===== config.mk =====
export PLATFORM = sky130hd
export DESIGN_NAME = servo_reply_frame_parser
export DESIGN_NICKNAME = d
export VERILOG_FILES = /design/src/design/srfp_pkg.sv /design/src/design/srfp_frame_eval.sv /design/src/design/servo_reply_frame_parser.sv
export SDC_FILE = /design/constraint.sdc
export NUM_CORES = 1
export LEC_CHECK = 0
export CORE_MARGIN = 1
export CORE_UTILIZATION = 62
export DETAILED_ROUTE_END_ITERATION = 8
export DONT_BUFFER_PORTS = 1
export GPL_TIMING_DRIVEN = 0
export PLACE_DENSITY = 0.84
export SLEW_MARGIN = 15
export SYNTH_ARGS = -nofsm -noshare
export SYNTH_HDL_FRONTEND = slang
export SYNTH_HIERARCHICAL = 1
export SYNTH_SLANG_ARGS = --single-unit

===== constraint.sdc =====
create_clock -name aclk -period 3.26 [get_ports aclk]
set_clock_uncertainty 0.1 [all_clocks]
set_input_delay 0.163 -clock aclk [delete_from_list [all_inputs] [get_ports aclk]]
set_output_delay 0.163 -clock aclk [all_outputs]
set_load 0.01 [all_outputs]

===== src/design/srfp_pkg.sv =====
// Shared constants and types for the servo reply frame parser.
package srfp_pkg;

    localparam int FRAME_BYTES = 8;
    localparam int IDX_W       = $clog2(FRAME_BYTES);

    // Header bytes.
    localparam logic [7:0] HDR_FIRST  = 8'hFF;
    localparam logic [7:0] HDR_SECOND = 8'hF5;

    // Positions of the payload bytes within the frame.
    localparam logic [IDX_W-1:0] IDX_ID     = IDX_W'(2);
    localparam logic [IDX_W-1:0] IDX_POS_HI = IDX_W'(5);
    localparam logic [IDX_W-1:0] IDX_POS_LO = IDX_W'(6);
    localparam logic [IDX_W-1:0] IDX_CHECK  = IDX_W'(FRAME_BYTES - 1);

    // Parser phase codes.
    localparam logic [1:0] PH_HUNT   = 2'd0;
    localparam logic [1:0] PH_GOT_FF = 2'd1;
    localparam logic [1:0] PH_BODY   = 2'd2;

    // Collected frame body, ahead of the checksum byte.
    typedef struct packed {
        logic [7:0] servo_id;
        logic [7:0] sum;
        logic [7:0] pos_hi;
        logic [7:0] pos_lo;
    } body_t;

    // Decoded reply.
    typedef struct packed {
        logic [7:0]  servo_id;
        logic        checksum_ok;
        logic [15:0] position;
    } reply_t;

endpackage


===== src/design/srfp_frame_eval.sv =====
// Checksum check and reply decode for a completed frame.
module srfp_frame_eval (
    input  srfp_pkg::body_t  body,
    input  logic [7:0]       check_byte,
    output srfp_pkg::reply_t reply
);
    import srfp_pkg::*;

    logic ok;

    // Checksum is the inverted 8-bit sum of the id through position bytes.
    assign ok = (~body.sum == check_byte);

    always_comb begin
        reply.servo_id    = body.servo_id;
        reply.checksum_ok = ok;
        reply.position    = ok ? {body.pos_hi, body.pos_lo} : 16'd0;
    end

endmodule


===== src/design/servo_reply_frame_parser.sv =====
// Top level of the servo reply frame parser: byte hunting, body capture, result register.
//
// Servo reply frame parser. Each accepted word on the s_ channel is one byte
// from the servo bus UART. The block hunts for the header 0xFF 0xF5 (a lone
// 0xF5 while hunting also counts as a full header); a byte other than 0xF5
// right after 0xFF drops the parser back to hunting and is discarded. The six
// bytes after the header are the body: servo id, two more bytes, position high,
// position low, and a checksum byte. When the checksum byte arrives, one word
// goes out on the m_ channel with the id, a checksum-ok flag and the
// big-endian position (zero when the checksum fails). Rate: one input word per
// clock, sustained while no reply waits on a low m_ready. Each byte is handled
// in the cycle it is accepted by a running 8-bit sum and a few captured bytes,
// so nothing is buffered beyond the frame itself; the reply is in the output
// register in the cycle after the checksum byte is accepted. s_ready drops only
// while a reply waits in the output register and m_ready is low.
module servo_reply_frame_parser (
    input  logic        aclk,
    input  logic        aresetn,
    input  logic        s_valid,
    output logic        s_ready,
    input  logic [7:0]  s_rx_byte,
    output logic        m_valid,
    input  logic        m_ready,
    output logic [7:0]  m_servo_id,
    output logic        m_checksum_ok,
    output logic [15:0] m_position
);
    import srfp_pkg::*;

    logic [1:0]       phase_reg, phase_next;
    logic [IDX_W-1:0] idx_reg, idx_next;
    body_t            body_reg, body_next;
    logic             m_valid_reg, m_valid_next;
    reply_t           reply_reg, reply_next;
    reply_t           reply_eval;
    logic             accept;
    logic             emit;

    // Take a new word whenever the output register is free or being drained.
    assign s_ready = !m_valid_reg || m_ready;
    assign accept  = s_valid && s_ready;

    srfp_frame_eval u_eval (
        .body       (body_reg),
        .check_byte (s_rx_byte),
        .reply      (reply_eval)
    );

    // Parser state update for one accepted byte.
    always_comb begin
        phase_next = phase_reg;
        idx_next   = idx_reg;
        body_next  = body_reg;
        emit       = 1'b0;
        if (accept) begin
            unique case (phase_reg)
                PH_HUNT: begin
                    if (s_rx_byte == HDR_FIRST) begin
                        phase_next = PH_GOT_FF;
                    end else if (s_rx_byte == HDR_SECOND) begin
                        // Lone 0xF5 stands for the full header.
                        phase_next    = PH_BODY;
                        idx_next      = IDX_ID;
                        body_next.sum = 8'd0;
                    end
                end
                PH_GOT_FF: begin
                    if (s_rx_byte == HDR_SECOND) begin
                        phase_next    = PH_BODY;
                        idx_next      = IDX_ID;
                        body_next.sum = 8'd0;
                    end else begin
                        // Drop the byte, even another 0xFF.
                        phase_next = PH_HUNT;
                    end
                end
                PH_BODY: begin
                    if (idx_reg == IDX_CHECK) begin
                        emit       = 1'b1;
                        phase_next = PH_HUNT;
                    end else begin
                        body_next.sum = body_reg.sum + s_rx_byte;
                        idx_next      = idx_reg + IDX_W'(1);
                        if (idx_reg == IDX_ID) begin
                            body_next.servo_id = s_rx_byte;
                        end
                        if (idx_reg == IDX_POS_HI) begin
                            body_next.pos_hi = s_rx_byte;
                        end
                        if (idx_reg == IDX_POS_LO) begin
                            body_next.pos_lo = s_rx_byte;
                        end
                    end
                end
                default: begin
                    phase_next = PH_HUNT;
                end
            endcase
        end
    end

    // Output register: load on a completed frame, clear when drained.
    always_comb begin
        m_valid_next = m_valid_reg;
        reply_next   = reply_reg;
        if (emit) begin
            m_valid_next = 1'b1;
            reply_next   = reply_eval;
        end else if (m_ready) begin
            m_valid_next = 1'b0;
        end
    end

    always_ff @(posedge aclk) begin
        if (!aresetn) begin
            phase_reg   <= PH_HUNT;
            idx_reg     <= '0;
            m_valid_reg <= 1'b0;
        end else begin
            phase_reg   <= phase_next;
            idx_reg     <= idx_next;
            m_valid_reg <= m_valid_next;
        end
    end

    always_ff @(posedge aclk) begin
        body_reg  <= body_next;
        reply_reg <= reply_next;
    end

    assign m_valid       = m_valid_reg;
    assign m_servo_id    = reply_reg.servo_id;
    assign m_checksum_ok = reply_reg.checksum_ok;
    assign m_position    = reply_reg.position;

endmodule

# After elaboration in Yosys (flattened, before gate mapping)
# Index checks and enable logic that the tools add are counted.
word_totals:
  word_cells: 58
  out_inout_bits: 27
  regBits: 63
op_classes:
  bitwise_logic: 2
  addsub: 2
  n_mux: 20
  reduce_logical: 11
  eq_ne: 13
op_table:
  columns: ["cell", "count"]
  rows:
  - ["8-bit two-way mux", 4]
  - ["24-bit two-way mux", 1]
  - ["8-bit one-hot mux with 3 select lines", 1]
  - ["8-bit equality test (second input constant)", 2]
  - ["4-bit AND reduction", 4]
  - ["3-bit equality test (second input constant)", 3]
  - ["3-bit two-way mux", 3]
  - ["3-bit one-hot mux with 3 select lines", 1]
  - ["8-bit adder", 1]
  - ["8-bit equality test", 1]
  - ["2-bit two-way mux", 4]
  - ["8-bit inverter", 1]
  - ["2-bit inequality test (second input constant)", 3]
  - ["2-bit one-hot mux with 3 select lines", 1]
  - ["1-bit two-way mux", 5]
  - ["3-bit by 1-bit adder with 3-bit output (second input constant)", 1]
  - ["3-bit by 2-bit equality test with 1-bit output (second input constant)", 1]
  - ["3-bit inequality test (second input constant)", 1]
  - ["3-bit AND reduction", 1]
  - ["3-bit nonzero test", 1]
  - ["2-bit by 1-bit equality test with 1-bit output (second input constant)", 1]
  - ["2-bit equality test (second input constant)", 1]
  - ["2-bit zero test", 1]
  - ["2-bit nonzero test", 1]
  - ["4 further kinds", 4]

# Logic depth before layout (Yosys ltp)
# Gate-level depths: netlist of run 1.
depth:
  depth_word: 5
  mapped_depth: 7

# Hierarchy
# The synthesis of run 1 kept the hierarchy.
by_module_without_submodules:
  columns: ["mod", "instances", "cells_each", "area_per_inst_um2", "seq_area_each_um2"]
  rows:
  - ["servo_reply_frame_parser", 1, 157, 2544.9, 1831.8]
  - ["srfp_frame_eval", 1, 54, 392.9, 0.0]

# Least setup slack after synthesis of run 1
# No wires, ideal clock.
synth_path:
  path_type: "reg2reg"
  start: "register m_valid_reg, in the netlist m_valid"
  end: "register reply_reg (netlist bit m_checksum_ok) (enable)"
  slack_ns: 0.847
  t_arrival_ns: 1.907
  path_stages_with_launch: 5
  synth_period_minus_slack_ns: 2.413
  path_buffers: 0
  cell_sequence: "dfxtp_1 > nor2b_1 > inv_1 > nand2_1 > nor2_1"
synth_between:
  elab_chain_cells: 4
synth_lines:
  columns: ["element", "line", "source"]
  rows:
  - ["from (decl)", "servo_reply_frame_parser.sv:33", "logic m_valid_reg, m_valid_next;"]
  - ["from (signal assigned)", "servo_reply_frame_parser.sv:122", "m_valid_reg <= m_valid_next;"]
  - ["1-bit zero test", "servo_reply_frame_parser.sv:40", "assign s_ready = !m_valid_reg || m_ready;"]
  - ["1-bit logical OR", "servo_reply_frame_parser.sv:40", null]
  - ["via s_ready", "servo_reply_frame_parser.sv:20", "output logic s_ready,"]
  - ["1-bit logical AND", "servo_reply_frame_parser.sv:41", "assign accept = s_valid && s_ready;"]
  - ["1-bit two-way mux", "servo_reply_frame_parser.sv:55", "if (accept) begin"]
  - ["via emit", "servo_reply_frame_parser.sv:37", "logic emit;"]
  - ["to (signal assigned)", "servo_reply_frame_parser.sv:128", "reply_reg <= reply_next;"]
  - ["to (decl)", "servo_reply_frame_parser.sv:34", "reply_t reply_reg, reply_next;"]
# The timed path passes the listed nets, and every way through them passes these cells.
# A chain may end at the register's enable or synchronous reset.

# Worst setup path in the final report of run 1
layout_path:
  start: "register idx_reg[0]"
  end: "register body_reg[28] (netlist name) (enable)"
layout_between:
  elab_chain_cells: 3
  word_cells_on_any_way: 4
layout_lines:
  columns: ["element", "line", "source"]
  rows:
  - ["from (decl)", "servo_reply_frame_parser.sv:31", "logic [IDX_W-1:0] idx_reg, idx_next;"]
  - ["from (signal assigned)", "servo_reply_frame_parser.sv:121", "idx_reg <= idx_next;"]
  - ["3-bit equality test", "servo_reply_frame_parser.sv:78", "if (idx_reg == IDX_CHECK) begin"]
  - ["1-bit inverter (no line)", null, null]
  - ["4-bit AND reduction (no line) (*)", null, null]
  - ["to (signal assigned)", "servo_reply_frame_parser.sv:127", "body_reg <= body_next;"]
  - ["to (decl)", "servo_reply_frame_parser.sv:32", "body_t body_reg, body_next;"]
# Mark *: on every way between the ends. The rest lies on a longest branch, timed or not.

==> impl_metrics.py, run 1 <==
metrics = {
    "finish": {
        "design_area_sq_mm": 0.00333,
        "drive_gt1_share_pct": 19.7,
        "largest_register_ffs": 32,
        "nNetsFinal": 257,
        "synthToLayoutAreaGrowth_pct": 13.4,
        "nFillCells": 287,
        "antenna_cells": 0,
    },
    "logic_synthesis": {
        "avgSynthCellArea_sq_um": 13.9,
        "ys_seq_elements": 63,
        "muxShareOfSynthArea_pct": 1.02,
        "synthSimpleGateAreaFrac_pct": 16.2,
        "synth_seq_area_share_pct": 62.4,
        "synth_top_area_share_pct": 58.3,
        "synth-edff-count": 57,
        "syn_area_sq_mm": 0.00294,
        "async_flop_share_pct": 0,
        "synth-compound-area-share_pct": 5.83,
        "yosysTopAreaCell": "edfxtp_1",
        "synth_adder_area_share_pct": 5.37,
        "synth.distinct_cells": 40,
        "synth.net_count": 235,
        "syn_inst": 211,
        "synth-xor-area-share_pct": 2.94,
        "ys_warn_count": 6,
        "synth_top_cells_by_area": "edfxtp_1, ha_1, dfxtp_1, inv_1, nor3_2",
        "synth_top_family_by_area": "simple AND/OR/NAND/NOR gates",
        "synthFlopType": "edfxtp_1",
    },
    "global_routing": {
        "grt_max_degree": 20,
        "antenna_found_initial": 0,
        "grt_pass1_wl_microns": 7790,
        "grt_overflow": 0,
        "grt_use_total_pct": 21.5,
        "first_global_vias": 1613,
    },
    "route": {
        "route.detailed.drc": 10,
        "postRouteAntennaNets": 0,
        "dr.pass1.iters": 6,
        "routedWlPerCell_microns": 16.3,
        "vias": 1654,
        "vias_per_cell": 5.70,
        "drt-initial-drc-count": 89,
        "finalWirelength_microns": 4740,
    },
    "setup_path": {
        "crit_type": "reg2reg",
        "cp_cell_sequence": "ha_1 > ha_1 > or3b_1 > buf_6 > nor3_4 > nand2_1 > nor2_1",
        "endpoint_kind": "register",
        "crit_fanout": 9,
        "cpMaxStageDelayCell": "nor2_1",
        "critPathMostFrequentCell": "ha_1",
        "reg2reg_depth": 7,
        "worstPathArrival_ns": 2.45,
        "cp_data_required_time_ns": 3.12,
        "r2r_start": "idx_reg[0]",
        "cp-startpoint": "idx_reg[0]",
        "crit_path_start_kind": "register",
        "slowest_delay_ns": 0.55,
    },
    "clock_tree": {
        "ctsHoldBuffers": 10,
        "cts_max_level": 3,
        "post_cts_resized": 0,
        "clk_pin_slew_ns": 0.07,
        "clockBufferDepth": 2,
        "insertion_delay_ns": 0.33,
        "cts.sinks": 63,
        "root_buffer": "clkbuf_8",
        "cts_setup_buffers": 0,
        "cts_buffers": 9,
        "cts_tree": "done",
    },
    "pwr": {
        "total_power_mw": 1.67,
        "power.static_leakage_nw": 1.22,
        "ir_worst_vdd_v": 0.000247,
        "p_per_area_mw_per_mm2": 500,
    },
    "die": {
        "die_h_microns": 70.8,
        "core_sq_mm": 0.00444,
        "rows": 24,
        "io_pins": 39,
        "die_x_microns": 70.8,
        "initial_core_util_pct": 66.1,
        "die-area_sq_mm": 0.00502,
    },
    "sta": {
        "fin_tns_setup_ns": 0,
        "report.final.hold_viol_count": 0,
        "worst_pin_slew_ns": 0.800,
        "min_period_ns": 2.59,
        "setup_violations": 0,
        "rsz0062_at_grt": "false",
        "drv_slew": 0,
        "period_share_pct": 79.5,
        "relSlewSlack_pct": 46.5,
        "fmax_mhz": 386,
    },
    "placed_design": {
        "hpwl_microns": 3080,
        "portBuffers": 0,
        "routabilityCongestion": 0.838,
        "placed_cell_area_sq_mm": 0.00302,
    },
    "hold_path": {
        "hold_depth": 4,
        "min_from": "s_rx_byte[1]",
        "hp-class": "in2reg",
    },
    "run_status": {
        "status": "finished with violations",
        "violations": "DRC",
    },
    "job": {
        "maxCapViolCount": 0,
    },
}
[routing by layer]
metal / track usage [%] / routed length (microns) / part of all wire (%)
met2: 35.1 / 2340 / 49
met3: 9.12 / 232 / 4.9
met4: 8.00 / 58 / 1.2
met5: 0 / 0 / 0
met1: 25.4 / 2110 / 44
[critical path, delay by kind of cell (launching register included)]
family | cells | cell delay (ns)
and+or+nand+nor | 4 | 1.21
adders and majority gates | 2 | 0.41
DFF | 1 | 0.34
buffers and inverters | 1 | 0.15
[cells by family after synthesis]
group,after synthesis
AND/OR/NAND/NOR,66
flip-flops,63
buffers and inverters,35
AO/OA/AOI/OAI,23
adder cells (fa/ha/maj),12
XOR/XNOR,9
multiplexers,3
[path summary, 6_finish.rpt]
| kind | end | slack (ns) |
|---|---|---|
| min reg2reg | m_servo_id[2] | 0.41 |
| max | body_reg[28] | 0.67 |
| min | phase_reg[0] | 0.06 |
| max reg2reg | body_reg[28] | 0.67 |
[where the power goes]
group          total (mW)  internal (mW)  switching (mW)
logic              0.0596         0.0261          0.0335
clock network       0.733          0.449           0.284
registers           0.872          0.872        0.000223
total                1.67           1.35           0.318
[cell type report]
class / count / area [sq um] / share of cell area [%]
sequential: 63 / 1830 / 55.0
multi-input combinational: 113 / 925 / 27.8
clock buffer: 12 / 145 / 4.36
timing repair buffer: 11 / 111 / 3.34
buffer: 12 / 97.6 / 2.93
inverter: 23 / 86.3 / 2.59
clock inverter: 4 / 70.1 / 2.10
tap: 52 / 65.1 / 1.95
[Yosys cell counts (3+ instances only)]
library cell   n
nor3b_1        6
nor3_4         3
buf_4         10
ha_1          11
dfxtp_1        6
mux2i_1        3
inv_1         23
a211oi_1       3
nand2_1        8
nor2_1         7
edfxtp_1      57
nor3_1        10
o21ai_0        8
nand3b_1       3
xor2_1         8
nor3_2         8
nor2b_1        6
[per-stage QoR]
step	instances	worst slack (ns)	util, %	hold slack, ns
after global routing	290	0.539	75.0	0.0538
after floorplan	211	0.847	-	0.162
after CTS	290	0.664	75.0	0.0387
after global placement	263	0.447	67.6	0.162
final	290	0.668	75.0	0.0556
after detailed placement	264	0.675	67.9	0.162
[cells in the final DEF (no fill, tap or decap), types with 3 or more instances in the layout]
master         netlist  final
edfxtp_1            57     57
inv_1               23     23
ha_1                11     11
nor3_1              10     10
clkbuf_8             0     10
dlygate4sd3_1        0     10
buf_4               10     10
nand2_1              8      8
o21ai_0              8      8
xor2_1               8      8
nor3_2               8      8
nor2b_1              6      6
nor2_1               7      6
nor3b_1              6      6
dfxtp_1              6      6
nand3b_1             3      3
buf_6                2      3
nor3_4               3      3
a211oi_1             3      3
mux2i_1              3      3
(Power assumes the default switching activity.)
==> inputs of run 2 (changes only) <==
==> constraint.sdc (replaced) <==
create_clock -name aclk -period 2.6 [get_ports aclk]
set_clock_uncertainty 0.1 [all_clocks]
set_input_delay 0.13 -clock aclk [delete_from_list [all_inputs] [get_ports aclk]]
set_output_delay 0.13 -clock aclk [all_outputs]
set_load 0.01 [all_outputs]
==> run 2 against run 1 <==
- the run still ends with DRC left
- global-route usage unchanged
- wire length hardly changed
- first-iteration DRC count is 1.1% lower
- non-clock buffer count is the same
- power is 25% higher
- sequential power up 25%
- combinational power rose by 25%
- maximum frequency up 7.9%
- critical endpoint unchanged
==> impl_metrics.py, run 2 (synthesis results as in run 1) <==
metrics = {
    "sta": {
        "fin_tns_setup_ns": 0,
        "setup_violations": 0,
        "report.final.hold_viol_count": 0,
        "drv_slew": 0,
        "postLayoutSetupSlackWorst_ns": 0.197,
        "worst_pin_slew_ns": 0.797,
        "period_share_pct": 92.4,
        "relSlewSlack_pct": 46.7,
        "rsz0062_at_grt": "false",
        "min_period_ns": 2.40,
        "fmax_mhz": 416,
        "timing.hold.ws_ns": 0.0224,
    },
    "finish": {
        "multiInputGateArea_sq_um": 927,
        "antenna_cells": 0,
        "nNetsFinal": 257,
        "largest_register_ffs": 32,
        "seq_area_sq_mm": 0.00183,
        "synthToLayoutAreaGrowth_pct": 13.5,
        "design_area_sq_mm": 0.00333,
        "drive_gt1_share_pct": 20.2,
        "instances_no_fill": 290,
        "final_common_cell": "edfxtp_1",
        "nFillCells": 288,
        "final_util_pct": 75.0,
        "final_cell_mix": "edfxtp_1, inv_1, ha_1",
    },
    "clock_tree": {
        "cts_buffers": 9,
        "insertion_delay_ns": 0.33,
        "clockBufferDepth": 2,
        "cts_max_level": 3,
        "cts.sinks": 63,
        "clk_pin_slew_ns": 0.07,
        "root_buffer": "clkbuf_8",
        "cts_setup_buffers": 0,
        "cts_tree": "done",
    },
    "die": {
        "die_x_microns": 70.8,
        "rows": 24,
        "initial_core_util_pct": 66.1,
        "core_sq_mm": 0.00444,
        "io_pins": 39,
        "die_h_microns": 70.8,
        "die-area_sq_mm": 0.00502,
    },
    "pwr": {
        "pwr-share-seq_pct": 52.4,
        "power.static_leakage_nw": 1.22,
        "p_sw_uw": 399,
        "ir_worst_vdd_v": 0.000310,
        "p_comb_share_pct": 3.6,
        "swShare_pct": 19.1,
        "p_per_area_mw_per_mm2": 626,
        "pwr-share-clk_pct": 44.0,
        "total_power_mw": 2.09,
        "power.internal_mw": 1.69,
    },
    "hold_path": {
        "hold_depth": 4,
        "hp-class": "in2reg",
        "min_from": "s_rx_byte[1]",
        "hold_end": "phase_reg[0]",
    },
    "setup_path": {
        "worstPathArrival_ns": 2.28,
        "reg2reg_depth": 7,
        "crit_path_start_kind": "register",
        "r2r_slack_ns": 0.20,
        "crit_type": "reg2reg",
        "crit_fanout": 9,
        "endpoint_kind": "register",
        "cp_data_required_time_ns": 2.48,
        "worstReg2RegEnd": "body_reg[28]",
        "r2r_start": "idx_reg[0]",
    },
    "route": {
        "postRouteAntennaNets": 0,
        "drt-initial-drc-count": 88,
        "vias_per_cell": 5.69,
        "route.detailed.drc": 10,
        "routedWlPerCell_microns": 16.3,
        "vias": 1650,
        "finalWirelength_microns": 4740,
        "dr.pass1.iters": 6,
    },
    "run_status": {
        "violations": "DRC",
        "status": "finished with violations",
    },
    "global_routing": {
        "grt_pass1_wl_microns": 7790,
        "grt_use_total_pct": 21.5,
        "first_global_vias": 1613,
        "antenna_found_initial": 0,
        "grt_overflow": 0,
        "grt_max_degree": 20,
    },
    "placed_design": {
        "routabilityCongestion": 0.838,
        "hpwl_microns": 3080,
        "portBuffers": 0,
        "dp.cells": 264,
        "placed_cell_area_sq_mm": 0.00302,
        "place_worst_setup_slack_ns": 0.0152,
    },
    "job": {
        "maxCapViolCount": 0,
    },
}
run 2: power groups by stage:
stage | combinational, mW | sequential [mW] | clock [mW]
global route | 0.0811 | 1.09 | 0.967
global placement | 0.0515 | 1.12 | 0
detailed placement | 0.0545 | 1.12 | 0
finish | 0.0747 | 1.09 | 0.920
CTS | 0.0738 | 1.09 | 0.932
floorplan | 0.0454 | 1.12 | 0
run 2: how the worst max path moves through the flow:
stage,startpoint,to,slack [ns],cells after the start
floorplan,m_valid,m_checksum_ok,0.19,4
global placement,m_valid,m_servo_id[5],-0.21,4
detailed placement,idx_reg[0],body_reg[30],0.02,7
CTS,idx_reg[0],body_reg[30],0.004,7
global route,idx_reg[1],body_reg[29],0.09,7
finish,idx_reg[0],body_reg[28],0.20,7
run 2: critical path: stages, from the launching register on:
cell	delay, ns
dfxtp_1	0.34
ha_1	0.20
ha_1	0.21
or3b_1	0.37
buf_6	0.15
nor3_4	0.21
nand2_1	0.10
nor2_2	0.36
run 2: routing by layer:
| metal | track usage, % | vias up | routed length (microns) |
|---|---|---|---|
| met2 | 35.1 | 54 | 2340 |
| met4 | 8.00 | 0 | 58 |
| met3 | 9.12 | 7 | 240 |
| met5 | 0 | - | 0 |
| li1 | - | 805 | - |
| met1 | 25.4 | 784 | 2100 |
run 2: repair_timing:
item                                   CTS  global route
setup endpoints to repair                0             8
hold buffers                            10             0
endpoints found under the hold margin   30             0
resized for setup                        0             1
run 2: area by class of cell:
cell class                 instances  share of cell area [%]
inverter                          23                    2.59
clock inverter                     4                    2.10
buffer                            12                    2.93
clock buffer                      12                    4.35
sequential                        63                    54.9
timing repair buffer              11                    3.34
tap                               52                    1.95
multi-input combinational        113                    27.8
